## src/sv/distance_bond_perception_defines.svh

```systemverilog
// assertion macros shared by the bond perception modules
`ifndef DISTANCE_BOND_PERCEPTION_DEFINES_SVH
`define DISTANCE_BOND_PERCEPTION_DEFINES_SVH

// condition must hold in the same cycle as the trigger
`define DBP_ASSERT_NOW(label, clk, rst_n, ante, cons, msg) \
    label: assert property (@(posedge clk) disable iff (!rst_n) (ante) |-> (cons)) \
        else $error(msg);

// condition must hold in the cycle after the trigger
`define DBP_ASSERT_NEXT(label, clk, rst_n, ante, cons, msg) \
    label: assert property (@(posedge clk) disable iff (!rst_n) (ante) |=> (cons)) \
        else $error(msg);

`endif

```

## src/sv/dbp_pkg.sv

```systemverilog
// shared types and constants of the bond perception block
`default_nettype none

package dbp_pkg;

    // field widths
    localparam int COORD_W    = 20;
    localparam int RADIN_W    = 13;
    localparam int RAD_W      = 12;
    localparam int ANUM_W     = 7;
    localparam int IDX_OUT_W  = 6;
    localparam int CFG_IDX_W  = 2;
    localparam int CFG_DATA_W = 12;

    // arithmetic widths
    localparam int DIFF_W  = COORD_W + 1;
    localparam int SQ_W    = 41;
    localparam int DSQ_W   = 42;
    localparam int CUT_W   = 14;
    localparam int CUTSQ_W = 2 * CUT_W;
    localparam int MINSQ_W = 2 * CFG_DATA_W;

    // element code of hydrogen
    localparam logic [ANUM_W-1:0] HYDROGEN = 7'd1;

    // configuration register indexes
    localparam logic [CFG_IDX_W-1:0] CFG_TOLERANCE      = 2'd0;
    localparam logic [CFG_IDX_W-1:0] CFG_MIN_DISTANCE   = 2'd1;
    localparam logic [CFG_IDX_W-1:0] CFG_SELECTION_ONLY = 2'd2;

    // configuration reset values
    localparam logic [CFG_DATA_W-1:0] TOLERANCE_RESET    = 12'd461;
    localparam logic [CFG_DATA_W-1:0] MIN_DISTANCE_RESET = 12'd328;

    typedef struct packed {
        logic [CFG_DATA_W-1:0] tolerance;
        logic [CFG_DATA_W-1:0] min_distance;
        logic                  selection_only;
    } t_cfg;

    // commands from controller to datapath
    typedef struct packed {
        logic load;
        logic issue;
        logic finish;
        logic emit_ovf;
    } t_cmd;

    // one stored atom
    typedef struct packed {
        logic [COORD_W-1:0] x;
        logic [COORD_W-1:0] y;
        logic [COORD_W-1:0] z;
        logic [RAD_W-1:0]   radius;
        logic               hyd;
        logic               sel;
    } t_entry;

endpackage

`default_nettype wire

```

## src/sv/dbp_ctrl.sv

```systemverilog
// controller: atom count, scan sequencing and command generation
`default_nettype none
`include "distance_bond_perception_defines.svh"

module dbp_ctrl #(
    parameter int MAX_ATOMS = 64
) (
    input  logic                         i_clk,
    input  logic                         i_rst_n,
    input  logic                         i_start,
    input  logic                         i_start_new,
    input  logic                         i_pipe_busy,
    output logic                         o_busy,
    output dbp_pkg::t_cmd                o_cmd,
    output logic [$clog2(MAX_ATOMS)-1:0] o_rd_addr,
    output logic [$clog2(MAX_ATOMS)-1:0] o_wr_addr
);

    import dbp_pkg::*;

    localparam int AW = $clog2(MAX_ATOMS);
    localparam int CW = $clog2(MAX_ATOMS + 1);
    localparam logic [CW-1:0] FULL_CNT = CW'(MAX_ATOMS);

    typedef enum logic [1:0] {
        S_IDLE,
        S_SCAN,
        S_DRAIN,
        S_OVF
    } t_state;

    t_state          r_state, n_state;
    logic [CW-1:0]   r_count, n_count;
    logic [AW-1:0]   r_j, n_j;
    logic [AW-1:0]   r_me, n_me;
    logic            accept;
    logic [CW-1:0]   me_c;
    logic            full;

    // accept decode and slot of the new atom
    always_comb begin
        accept = i_start && (r_state == S_IDLE);
        me_c   = i_start_new ? '0 : r_count;
        full   = (me_c == FULL_CNT);
    end

    // next state
    always_comb begin
        n_state = r_state;
        n_count = r_count;
        n_j     = r_j;
        n_me    = r_me;
        unique case (r_state)
            S_IDLE: begin
                if (accept) begin
                    if (full) begin
                        n_state = S_OVF;
                    end else begin
                        n_count = me_c + CW'(1);
                        n_me    = me_c[AW-1:0];
                        n_j     = '0;
                        n_state = (me_c == '0) ? S_IDLE : S_SCAN;
                    end
                end
            end
            S_SCAN: begin
                if (r_j == r_me - AW'(1)) begin
                    n_state = S_DRAIN;
                end else begin
                    n_j = r_j + AW'(1);
                end
            end
            S_DRAIN: begin
                if (!i_pipe_busy) begin
                    n_state = S_IDLE;
                end
            end
            S_OVF: begin
                n_state = S_IDLE;
            end
            default: begin
                n_state = S_IDLE;
            end
        endcase
    end

    // state and counters
    always_ff @(posedge i_clk) begin
        if (!i_rst_n) begin
            r_state <= S_IDLE;
            r_count <= '0;
            r_j     <= '0;
            r_me    <= '0;
        end else begin
            r_state <= n_state;
            r_count <= n_count;
            r_j     <= n_j;
            r_me    <= n_me;
        end
    end

    // commands to the datapath
    always_comb begin
        o_cmd.load     = accept && !full;
        o_cmd.issue    = (r_state == S_SCAN);
        o_cmd.finish   = (r_state == S_DRAIN) && !i_pipe_busy;
        o_cmd.emit_ovf = (r_state == S_OVF);
    end

    assign o_busy    = (r_state != S_IDLE);
    assign o_rd_addr = r_j;
    assign o_wr_addr = me_c[AW-1:0];

    // checks
    `DBP_ASSERT_NOW(a_issue_below_me, i_clk, i_rst_n, o_cmd.issue, o_rd_addr < r_me, "scan read at or beyond new atom")
    `DBP_ASSERT_NOW(a_count_bound, i_clk, i_rst_n, 1'b1, r_count <= FULL_CNT, "atom count beyond capacity")
    `DBP_ASSERT_NEXT(a_count_after_load, i_clk, i_rst_n, o_cmd.load, r_count != '0, "store empty after load")

endmodule

`default_nettype wire

```

## config.mk

```make
export PLATFORM = sky130hd
export DESIGN_NAME = dbp_ctrl
export DESIGN_NICKNAME = d
export VERILOG_FILES = /design/src/sv/dbp_pkg.sv /design/src/sv/dbp_ctrl.sv
export VERILOG_INCLUDE_DIRS = /design/src /design/src/sv
export SDC_FILE = /design/constraint.sdc
export NUM_CORES = 1
export LEC_CHECK = 0
export BUFFER_PORTS_ARGS = -buffer_cell sky130_fd_sc_hd__buf_2
export CORE_UTILIZATION = 40
export CTS_CLUSTER_DIAMETER = 60
export DETAILED_ROUTE_END_ITERATION = 6
export GPL_TIMING_DRIVEN = 0
export PLACE_DENSITY_LB_ADDON = 0.1
export REMOVE_ABC_BUFFERS = 1
export SYNTH_ARGS = -nofsm -noshare
export SYNTH_HDL_FRONTEND = slang
export SYNTH_SLANG_ARGS = --single-unit
```

## constraint.sdc

```tcl
create_clock -name i_clk -period 4.73 [get_ports i_clk]
set_input_delay 0.2365 -clock i_clk [delete_from_list [all_inputs] [get_ports i_clk]]
set_output_delay 0.2365 -clock i_clk [all_outputs]
set_load 0.02 [all_outputs]
```

After elaboration in Yosys (flattened, before gate mapping)
Cells that the tools add are included.

cells by class
  add/subtract/negate cells = 3
  eq/ne operators = 10
  multiplexer cells = 11
  bitwise operators = 1
  reduce and logical (&&, ||, !) cells = 12

operator list
  operator               count
  $mux W6                3
  $pmux W6 S2            1
  $mux W2                4
  $ne A2 B2 Y1 const B   4
  $pmux W2 S4            1
  $add A7 B1 Y7 const B  1
  $eq A7 B7 Y1 const B   1
  $logic_not A7 Y1       1
  $mux W7                1
  $add A6 B1 Y6 const B  1
  $eq A6 B6 Y1           1
  $reduce_and A3 Y1      2
  $sub A6 B1 Y6 const B  1
  $eq A2 B2 Y1 const B   2
  $reduce_and A4 Y1      1
  $reduce_bool A2 Y1     2
  $logic_and A1 B1 Y1    3
  $eq A2 B1 Y1 const B   1
  $logic_not A1 Y1       2
  $logic_not A2 Y1       1
  $ne A2 B1 Y1 const B   1
  $mux W1                1
  $not A1 Y1             1

storage, ports and cells
  bits in registers = 21
  input port bits = 5
  output and inout bits = 17
  logic and storage cells = 41

Depth between registers and ports, before layout
Gate-level depths: netlist of run 1.

  depth after elaboration = 6
  gate-level depth with buffers = 10

Worst setup path before layout of run 1
Ideal clock, no wire load.

  path type = reg-to-reg
  from = register r_count[0]
  to = register r_count[4]
  library setup time = 0.128 ns
  arrival = 2.132 ns
  required time = 4.602 ns
  slack = 2.470 ns
  cell stages (with the launch flop) = 11
  cells stage by stage = dfxtp_1 nor2b_1 inv_1 ha_1 nand2_1 o31ai_4 inv_2 clkbuf_1 o21ai_0 a21oi_1 nor2_1

between the ends
  cells in the longest elaborated chain, start to end = 4
  elaborated cells on any way between the ends = 5
  classes of those cells = 1 x add/sub; 1 x eq/ne; 1 x mux; 1 x bitwise; 1 x reduce/logical

RTL lines
  item                                                                   line            text
  from (decl)                                                            dbp_ctrl.sv:33  logic [CW-1:0] r_count, n_count;
  from (signal assigned)                                                 dbp_ctrl.sv:96  r_count <= n_count;
  $mux W7 (*)                                                            dbp_ctrl.sv:43  me_c = i_start_new ? '0 : r_count;
  via o_wr_addr[0]                                                       dbp_ctrl.sv:16  output logic [$clog2(MAX_ATOMS)-1:0] o_wr_addr
  parallel branches: the longest is 3 deep, another holds $add A7 B1 Y7  n/a

Mark *: on every way through the listed nets, which the timed path passes.
A chain may end at the register's enable or synchronous reset.

==> flow_metrics.py, run 1 <==
metrics = {
    "clock_network": {
        "clk_pin_slew_ns": 0.12,
        "numCtsBuffers": 3,
        "post-cts-setup-buffer-count": 0,
        "cts_resized": 0,
        "cts_tree": "yes",
        "clock_latency_ns": 0.31,
        "htreeDepth": 1,
        "clock_path_buffers": 2,
        "ctsHoldBuffers": 0,
        "cts_sinks": 21,
        "cts_root_buf": "clkbuf_4",
    },
    "sta": {
        "final_max_slew_viol_count": 0,
        "worstMarginPinSlew_ns": 0.726,
        "finalCritPeriodShare": 0.575,
        "fmax_ghz": 0.368,
        "min_period_ns": 2.72,
        "hold_viol": 0,
        "setup_viol": 0,
        "tns_ns": 0,
        "rsz0062_at_grt": "no",
        "slew_headroom": 0.516,
        "skew_ns": 0.00749,
    },
    "synth": {
        "synth-seq-cells": 21,
        "synth_flop_cell": "dfxtp_1",
        "yosysSeqAreaShare": 0.325,
        "yosysTopAreaCell": "dfxtp_1",
        "ys_top_cells_by_count": "dfxtp_1, nand2_1, a21oi_1, nor2_1, o21ai_0",
        "synth.area.top_cells": "dfxtp_1, nand2_1, a21oi_1, o21ai_0, ha_1",
        "synth_top_area_frac": 0.325,
        "synth_cell_type_count": 38,
        "yosysWarnings": 0,
        "synth.avg_cell_area_um2": 7.60,
        "netlist_area_mm2": 0.00129,
        "synth_edf_count": 0,
        "async_flop_share": 0,
        "postSynthCellCount": 170,
    },
    "cells_and_area": {
        "antenna_cells": 0,
        "area_growth_pct": 12.7,
        "fill_cells": 330,
        "postLayoutCoreUtil": 0.477,
        "finalNetCount": 199,
        "drive_above_1_share": 0.153,
    },
    "worst_setup_path": {
        "cp_data_required_time_ns": 4.49,
        "r2r-start": "r_count[2]$_SDFFE_PN0P_",
        "arrival_ns": 2.48,
        "worstPathCellList": "or4_4 -> o31ai_4 -> inv_2 -> buf_2",
        "reg2reg_to": "o_rd_addr[2]$_SDFFE_PN0P_",
        "rr_worst_depth": 5,
        "crit_type": "flip-flop to primary output",
        "start_kind": "flip-flop",
        "path_buf_inv": 2,
        "cpLargestDelayFamily": "compound AO/OA/AOI/OAI gates",
        "cp-end-kind": "primary output",
        "max_stage_delay_ns": 0.66,
        "critical_path.max_fanout": 18,
        "r2r_slack_ns": 2.04,
        "slowest_stage": "o31ai_4",
    },
    "drt": {
        "ant_nets": 0,
        "first_iter_violations": 55,
        "met1Wirelength_um": 1590,
        "wl_met3_um": 130,
        "wl_met2_um": 1370,
        "top_layer": "met4",
        "wl_per_cell_um": 13.3,
        "dr.pass1.iters": 4,
        "totalWireLength_um": 3110,
        "route.detailed.drc": 0,
        "detail_route.vias_per_cell": 5.50,
        "num_vias": 1281,
    },
    "min_path": {
        "holdPathEnd": "r_count[0]$_SDFFE_PN0P_",
        "min_path_cells": 3,
        "holdCritStartpoint": "i_rst_n",
        "hold_path.class": "primary input to flip-flop",
    },
    "floorplanning": {
        "io_pins": 22,
        "dieArea_mm2": 0.00346,
        "die_y_um": 58.8,
        "core_mm2": 0.00305,
        "num_rows": 20,
        "initial_core_util": 0.423,
        "die_w_um": 58.8,
    },
    "pwr": {
        "power.leakage_nw": 0.564,
        "ir_worst_vdd_v": 0.000177,
        "p_per_area_mw_per_mm2": 214,
        "p_total_mw": 0.311,
    },
    "global_routing": {
        "antenna_found_initial": 0,
        "grt_max_degree": 19,
        "track_usage": 0.197,
        "overflow": 0,
        "grt_pass1_vias": 1069,
        "grt_first_pass_wirelength_um": 5190,
    },
    "placed_design": {
        "place.gp.congestion": 0.777,
        "place.port_buffers": 21,
        "dp_hpwl_um": 2200,
    },
    "job": {
        "cap_violations": 0,
    },
    "status": {
        "status": "finished, final reports clean",
    },
}
## layer usage
| layer | vias to the layer above | global-route usage |
|---|---|---|
| li1 | 651 | - |
| met1 | 592 | 0.294 |
| met2 | 36 | 0.291 |
| met3 | 2 | 0.0462 |
| met4 | 0 | 0.0306 |
| met5 | - | 0 |
## through the flow
step | area, um2 | hold WS (ns) | cells | setup WS, ns
2_1_floorplan | 1270 | 0.358 | 164 | 2.36
3_3_place_gp | 1430 | 0.459 | 229 | 2.04
3_5_place_dp | 1430 | 0.463 | 229 | 1.97
4_1_cts | 1460 | 0.258 | 233 | 1.98
5_1_grt | 1460 | 0.278 | 233 | 1.85
6_report | 1460 | 0.268 | 233 | 2.01
## cells in the final DEF, fill, tap and decap left out, types with 5 or more instances in the layout
cell type / synthesis / final
a21oi_1: 15 / 15
buf_2: 0 / 21
dfxtp_1: 21 / 21
inv_1: 8 / 8
nand2_1: 21 / 21
nand2b_1: 6 / 6
nand3_1: 7 / 7
nor2_1: 13 / 13
nor2b_1: 5 / 5
nor3_1: 5 / 5
o21ai_0: 12 / 12
## logic make-up (layout without fill, tap and decap cells)
| group | after synthesis | in the layout | synth area share |
|---|---|---|---|
| xor+xnor | 6 | 6 | 0.0407 |
| mux | 2 | 2 | 0.0155 |
| flops | 21 | 21 | 0.325 |
| buf+inv | 16 | 35 | 0.0465 |
| compound gates | 44 | 44 | 0.227 |
| simple gates | 77 | 77 | 0.307 |
| fa+ha+maj | 4 | 4 | 0.0387 |
## state kept, by name, indices dropped and copies added, names as in the netlist
name       flops
o_rd_addr      6
r_me           6
r_count        7
r_state        2
## final cells by class
| cell class | instances | area (um2) | share of cell area |
|---|---|---|---|
| multi-input combinational | 133 | 812 | 0.558 |
| timing repair buffer | 21 | 105 | 0.0722 |
| sequential | 21 | 420 | 0.289 |
| inverter | 10 | 37.5 | 0.0258 |
| clock buffer | 4 | 26.3 | 0.0180 |
| tap | 44 | 55.1 | 0.0378 |
## worst reg2reg max path: stages, from the launching register on
cell,delay [ns]
dfxtp_1,0.37
or4_4,0.58
o31ai_4,0.66
inv_2,0.31
or4_1,0.57
a31oi_1,0.13
## worst max path at each step
stage | cells after the start | start | end | slack (ns)
6_report | 4 | r_count[2]$_SDFFE_PN0P_ | o_cmd[3] | 2.01
2_1_floorplan | 5 | r_count[2]$_SDFFE_PN0P_ | o_rd_addr[2]$_SDFFE_PN0P_ | 2.36
3_3_place_gp | 9 | i_start_new | o_rd_addr[2]$_SDFFE_PN0P_ | 2.04
3_5_place_dp | 9 | i_start_new | o_rd_addr[2]$_SDFFE_PN0P_ | 1.97
4_1_cts | 4 | r_count[2]$_SDFFE_PN0P_ | o_cmd[3] | 1.98
5_1_grt | 4 | r_count[2]$_SDFFE_PN0P_ | o_cmd[3] | 1.85
## power by group
part / total (mW) / switching, mW / internal (mW)
combinational: 0.0397 / 0.0280 / 0.0118
clock: 0.0896 / 0.0567 / 0.0330
sequential: 0.182 / 0.00286 / 0.179
total: 0.311 / 0.0875 / 0.224
(Power assumes the default switching activity.)
==> run 2: changes to the inputs <==
==> constraint.sdc (replaced) <==
create_clock -name i_clk -period 2.8 [get_ports i_clk]
set_input_delay 0.14 -clock i_clk [delete_from_list [all_inputs] [get_ports i_clk]]
set_output_delay 0.14 -clock i_clk [all_outputs]
set_load 0.02 [all_outputs]
==> flow_metrics.py, run 2 (same netlist as run 1, synthesis figures left out) <==
metrics = {
    "drt": {
        "num_vias": 1301,
        "ant_nets": 0,
        "first_iter_violations": 76,
        "route.detailed.drc": 0,
        "totalWireLength_um": 3130,
        "detail_route.vias_per_cell": 5.49,
        "dr.pass1.iters": 4,
        "wl_per_cell_um": 13.2,
    },
    "sta": {
        "tns_ns": 0,
        "setup_viol": 0,
        "rsz0062_at_grt": "no",
        "skew_ns": 0.00564,
        "min_period_ns": 2.25,
        "fmax_ghz": 0.445,
        "slew_headroom": 0.657,
        "hold_viol": 0,
        "final_max_slew_viol_count": 0,
        "finalCritPeriodShare": 0.802,
        "layout_setup_ws_ns": 0.554,
        "worstMarginPinSlew_ns": 0.511,
    },
    "placed_design": {
        "place.gp.congestion": 0.777,
        "pre_cts_ws_ns": 0.105,
        "place.port_buffers": 21,
        "dpl_cell_area_mm2": 0.00143,
        "dp_cells": 229,
        "dp_hpwl_um": 2200,
    },
    "worst_setup_path": {
        "cp_num_cells": 5,
        "max_stage_delay_ns": 0.58,
        "crit_type": "flip-flop to flip-flop",
        "slowest_stage": "or4_4",
        "reg2reg_to": "o_rd_addr[2]$_SDFFE_PN0P_",
        "cp_data_required_time_ns": 3.04,
        "start_kind": "flip-flop",
        "r2r_slack_ns": 0.55,
        "critical_path.max_fanout": 18,
        "worstPathCellList": "or4_4 -> o31ai_4 -> inv_2 -> or4_1 -> a31oi_1",
        "cp-end-kind": "flip-flop",
        "cpLargestDelayFamily": "simple AND/OR/NAND/NOR gates",
        "path_buf_inv": 1,
        "r2r-start": "r_count[2]$_SDFFE_PN0P_",
        "arrival_ns": 2.48,
        "critPathCapture": "o_rd_addr[2]$_SDFFE_PN0P_",
        "crit_path_start": "r_count[2]$_SDFFE_PN0P_",
        "rr_worst_depth": 5,
    },
    "cells_and_area": {
        "area_growth_pct": 15.0,
        "multi_input_area_um2": 812,
        "fill_cells": 327,
        "antenna_cells": 0,
        "finalInstanceArea_mm2": 0.00149,
        "regMostFlops": "r_count",
        "finalNetCount": 203,
        "largest_reg_flops": 7,
        "drive_above_1_share": 0.171,
        "regArea_um2": 420,
        "layout.cells.non_filler": 237,
        "final_cell_mix": "nand2_1, buf_2, dfxtp_1",
    },
    "clock_network": {
        "clock_latency_ns": 0.31,
        "clock_path_buffers": 2,
        "clk_pin_slew_ns": 0.12,
        "ctsHoldBuffers": 0,
        "cts_tree": "yes",
        "numCtsBuffers": 3,
        "cts_resized": 0,
        "htreeDepth": 1,
        "cts_root_buf": "clkbuf_4",
        "post-cts-setup-buffer-count": 0,
        "cts_sinks": 21,
    },
    "global_routing": {
        "grt_first_pass_wirelength_um": 5190,
        "antenna_found_initial": 0,
        "track_usage": 0.197,
        "overflow": 0,
        "grt_max_degree": 19,
        "grt_pass1_vias": 1069,
    },
    "floorplanning": {
        "die_y_um": 58.8,
        "dieArea_mm2": 0.00346,
        "core_mm2": 0.00305,
        "die_w_um": 58.8,
        "initial_core_util": 0.423,
        "num_rows": 20,
        "io_pins": 22,
    },
    "pwr": {
        "power.leakage_nw": 0.582,
        "p_per_area_mw_per_mm2": 358,
        "ir_worst_vdd_v": 0.000299,
        "p_total_mw": 0.532,
    },
    "job": {
        "cap_violations": 0,
    },
    "min_path": {
        "min_path_cells": 3,
        "holdCritStartpoint": "i_rst_n",
        "hold_path.class": "primary input to flip-flop",
    },
    "status": {
        "status": "finished, final reports clean",
    },
}
-- run 2: cell types whose count changed in the layout (fill, tap and decap cells not counted) --
cell   change
buf_4      +4
-- run 2: per-stage QoR --
| step | utilization | hold WS [ns] |
|---|---|---|
| after global placement | 0.468 | 0.459 |
| after floorplan | - | 0.262 |
| final | 0.487 | 0.180 |
| after detailed placement | 0.468 | 0.463 |
| after CTS | 0.477 | 0.162 |
| after global routing | 0.487 | 0.182 |
-- run 2: how the worst min path moves through the flow --
stage                              endpoint  slack [ns]
detailed placement     r_me[5]$_SDFFE_PN0P_        0.46
floorplan           r_state[1]$_SDFFE_PN0P_        0.26
global placement       r_me[5]$_SDFFE_PN0P_        0.46
global route        r_count[0]$_SDFFE_PN0P_        0.18
CTS                 r_count[0]$_SDFFE_PN0P_        0.16
finish              r_count[0]$_SDFFE_PN0P_        0.18
-- run 2: worst register-to-register path, delay by kind of cell (launching register included) --
| kind | cells | cell delay (ns) |
|---|---|---|
| flops | 1 | 0.37 |
| buf+inv | 1 | 0.23 |
| compound gates | 2 | 0.45 |
| simple gates | 2 | 1.12 |
-- run 2: power breakdown --
part	internal [mW]	switching [mW]	total (mW)
combinational	0.0248	0.0490	0.0738
clock	0.0556	0.0947	0.150
sequential	0.303	0.00484	0.308
-- run 2: cell type report --
type,count,area share
Multi-Input combinational cell,133,0.546
Sequential cell,21,0.283
Timing Repair Buffer,25,0.0909
Tap cell,44,0.0370
Inverter,10,0.0253
Clock buffer,4,0.0177
-- run 2: layer usage --
layer | GRT usage | vias up | wire length (um)
met1 | 0.294 | 610 | 1570
met4 | 0.0306 | 0 | 13
met2 | 0.291 | 30 | 1410
li1 | - | 659 | -
met3 | 0.0462 | 2 | 141
met5 | 0 | - | 0
==> run 3: changes to the inputs <==
--- a/config.mk
+++ b/config.mk
@@ -6,6 +6,7 @@
 export SDC_FILE = /design/constraint.sdc
 export NUM_CORES = 1
 export LEC_CHECK = 0
+export ABC_AREA = 1
 export BUFFER_PORTS_ARGS = -buffer_cell sky130_fd_sc_hd__buf_2
 export CORE_UTILIZATION = 40
 export CTS_CLUSTER_DIAMETER = 60
==> constraint.sdc (replaced) <==
create_clock -name i_clk -period 1.9 [get_ports i_clk]
set_input_delay 0.095 -clock i_clk [delete_from_list [all_inputs] [get_ports i_clk]]
set_output_delay 0.095 -clock i_clk [all_outputs]
set_load 0.02 [all_outputs]
==> flow_metrics.py, run 3 <==
metrics = {
    "synth": {
        "ys_top_cells_by_count": "nand2_1, inv_1, nor2_1, dfxtp_1, nand3_1",
        "yosysWarnings": 0,
        "netlist_area_mm2": 0.00133,
        "yosysSeqAreaShare": 0.317,
        "synth_top_area_frac": 0.317,
        "synth-seq-cells": 21,
        "synth.avg_cell_area_um2": 6.66,
        "yosysTopAreaCell": "dfxtp_1",
        "async_flop_share": 0,
        "synth_cell_type_count": 27,
        "synth_flop_cell": "dfxtp_1",
        "postSynthCellCount": 199,
        "synth_edf_count": 0,
        "yosysMostFrequentCell": "nand2_1",
        "synth.area.top_cells": "dfxtp_1, nand2_1, inv_1, nor2_1, nand3_1",
    },
    "sta": {
        "slew_headroom": 0.778,
        "worstMarginPinSlew_ns": 0.333,
        "finalCritPeriodShare": 0.920,
        "tns_ns": 0,
        "layout_setup_ws_ns": 0.152,
        "final_max_slew_viol_count": 0,
        "skew_ns": 0.0173,
        "min_period_ns": 1.75,
        "fmax_ghz": 0.572,
        "setup_viol": 0,
        "hold_viol": 0,
    },
    "status": {
        "status": "finished, final reports clean",
    },
    "drt": {
        "wl_per_cell_um": 10.5,
        "dr.pass1.iters": 5,
        "num_vias": 1271,
        "first_iter_violations": 84,
        "totalWireLength_um": 2800,
        "ant_nets": 0,
        "detail_route.vias_per_cell": 4.76,
        "route.detailed.drc": 0,
    },
    "clock_network": {
        "cts_sinks": 21,
        "htreeDepth": 1,
        "clock_path_buffers": 2,
        "clk_pin_slew_ns": 0.13,
        "clock_latency_ns": 0.31,
        "cts_root_buf": "clkbuf_4",
        "cts_tree": "yes",
        "numCtsBuffers": 3,
        "ctsHoldBuffers": 0,
    },
    "worst_setup_path": {
        "r2r_slack_ns": 0.15,
        "cp_num_cells": 10,
        "crit_type": "flip-flop to flip-flop",
        "rr_worst_depth": 10,
        "cp-end-kind": "flip-flop",
        "path_buf_inv": 2,
        "cp_data_required_time_ns": 2.11,
        "max_stage_delay_ns": 0.40,
        "start_kind": "flip-flop",
        "slowest_stage": "dfxtp_1",
        "cpLargestDelayFamily": "flip-flops",
        "r2r-start": "r_me[0]$_SDFFE_PN0P_",
        "arrival_ns": 1.96,
        "worstPathCellList": "inv_2 -> ha_1 -> xnor2_1 -> nor2_1 -> nand3_1 -> o21bai_4 -> buf_4 -> nand3_1 -> nand2_1 -> nor2_1",
        "critical_path.max_fanout": 5,
        "crit_path_start": "r_me[0]$_SDFFE_PN0P_",
    },
    "placed_design": {
        "dp_hpwl_um": 2130,
        "pre_cts_ws_ns": 0.118,
        "place.port_buffers": 21,
        "place.gp.congestion": 0.781,
        "dpl_cell_area_mm2": 0.00145,
    },
    "min_path": {
        "min_path_cells": 3,
        "holdCritStartpoint": "i_pipe_busy",
        "hold_path.class": "primary input to flip-flop",
    },
    "cells_and_area": {
        "area_growth_pct": 14.9,
        "regMostFlops": "r_count",
        "drive_above_1_share": 0.224,
        "final_cell_mix": "nand2_1, inv_1, nor2_1",
        "antenna_cells": 0,
        "finalNetCount": 233,
        "finalInstanceArea_mm2": 0.00152,
        "final_common_cell": "nand2_1",
        "postLayoutCoreUtil": 0.491,
        "largest_reg_flops": 7,
    },
    "job": {
        "cap_violations": 0,
    },
    "global_routing": {
        "grt_first_pass_wirelength_um": 4800,
        "grt_pass1_vias": 1122,
        "grt_max_degree": 19,
        "antenna_found_initial": 0,
        "overflow": 0,
        "track_usage": 0.177,
    },
    "floorplanning": {
        "initial_core_util": 0.427,
        "die_w_um": 59.6,
        "die_y_um": 59.6,
        "dieArea_mm2": 0.00355,
        "core_mm2": 0.00310,
        "io_pins": 22,
        "num_rows": 20,
    },
    "pwr": {
        "power.leakage_nw": 0.782,
        "ir_worst_vdd_v": 0.000505,
        "p_per_area_mw_per_mm2": 1090,
        "p_total_mw": 1.67,
    },
}
[run 3: per-layer routing]
layer | share of wire | vias up | track usage | routed length (um)
li1 | - | 680 | - | -
met1 | 0.47 | 567 | 0.222 | 1330
met2 | 0.49 | 22 | 0.315 | 1380
met3 | 0.027 | 2 | 0.0197 | 75
met4 | 0.0071 | 0 | 0.0598 | 20
met5 | 0 | - | 0 | 0
[run 3: worst paths after layout]
kind,endpoint
setup / recovery,o_rd_addr[4]$_SDFFE_PN0P_
hold / removal,r_state[1]$_SDFFE_PN0P_
setup reg to reg,o_rd_addr[4]$_SDFFE_PN0P_
hold reg to reg,r_me[1]$_SDFFE_PN0P_
[run 3: logic make-up (layout without fill, tap and decap cells)]
logic type,count (synthesis),after routing,synth area share
and+or+nand+nor,98,98,0.335
buffers and inverters,36,60,0.117
xor gates and xnor gates,8,8,0.0528
DFF,21,21,0.317
AOI/OAI and AO/OA,32,32,0.141
adders and majority gates,4,4,0.0377
[run 3: layout make-up]
cell class	instances	area [um2]
inverter	32	128
clock buffer	3	22.5
timing repair buffer	24	128
tap	44	55.1
sequential	21	420
fill	347	1580
multi-input combinational	142	766
clock inverter	1	5.00
[run 3: power by group]
group          internal [mW]  switching, mW  leakage, nW
sequential             0.534         0.0955        0.173
clock                 0.0784          0.140       0.0177
combinational          0.305          0.516        0.591
total                  0.917          0.752        0.782
[run 3: stage by stage]
| step | instances | hold slack (ns) |
|---|---|---|
| finish | 267 | 0.0702 |
| global route | 267 | 0.103 |
| CTS | 265 | 0.0652 |
| detailed placement | 260 | 0.409 |
| global placement | 260 | 0.401 |
| floorplan | 195 | 0.213 |
[run 3: what timing repair did]
action / 4_1_cts / 5_1_grt
setup buffers: 1 / 2
endpoints found under the setup margin: 1 / 7
pin swaps: 0 / 1
gates resized for setup: 2 / 4
[run 3: tightest hold or removal path, delay by kind of cell]
kind,cells,cell delay (ns)
compound gates,1,0.06
buf+inv,1,0.10
simple gates,1,0.08
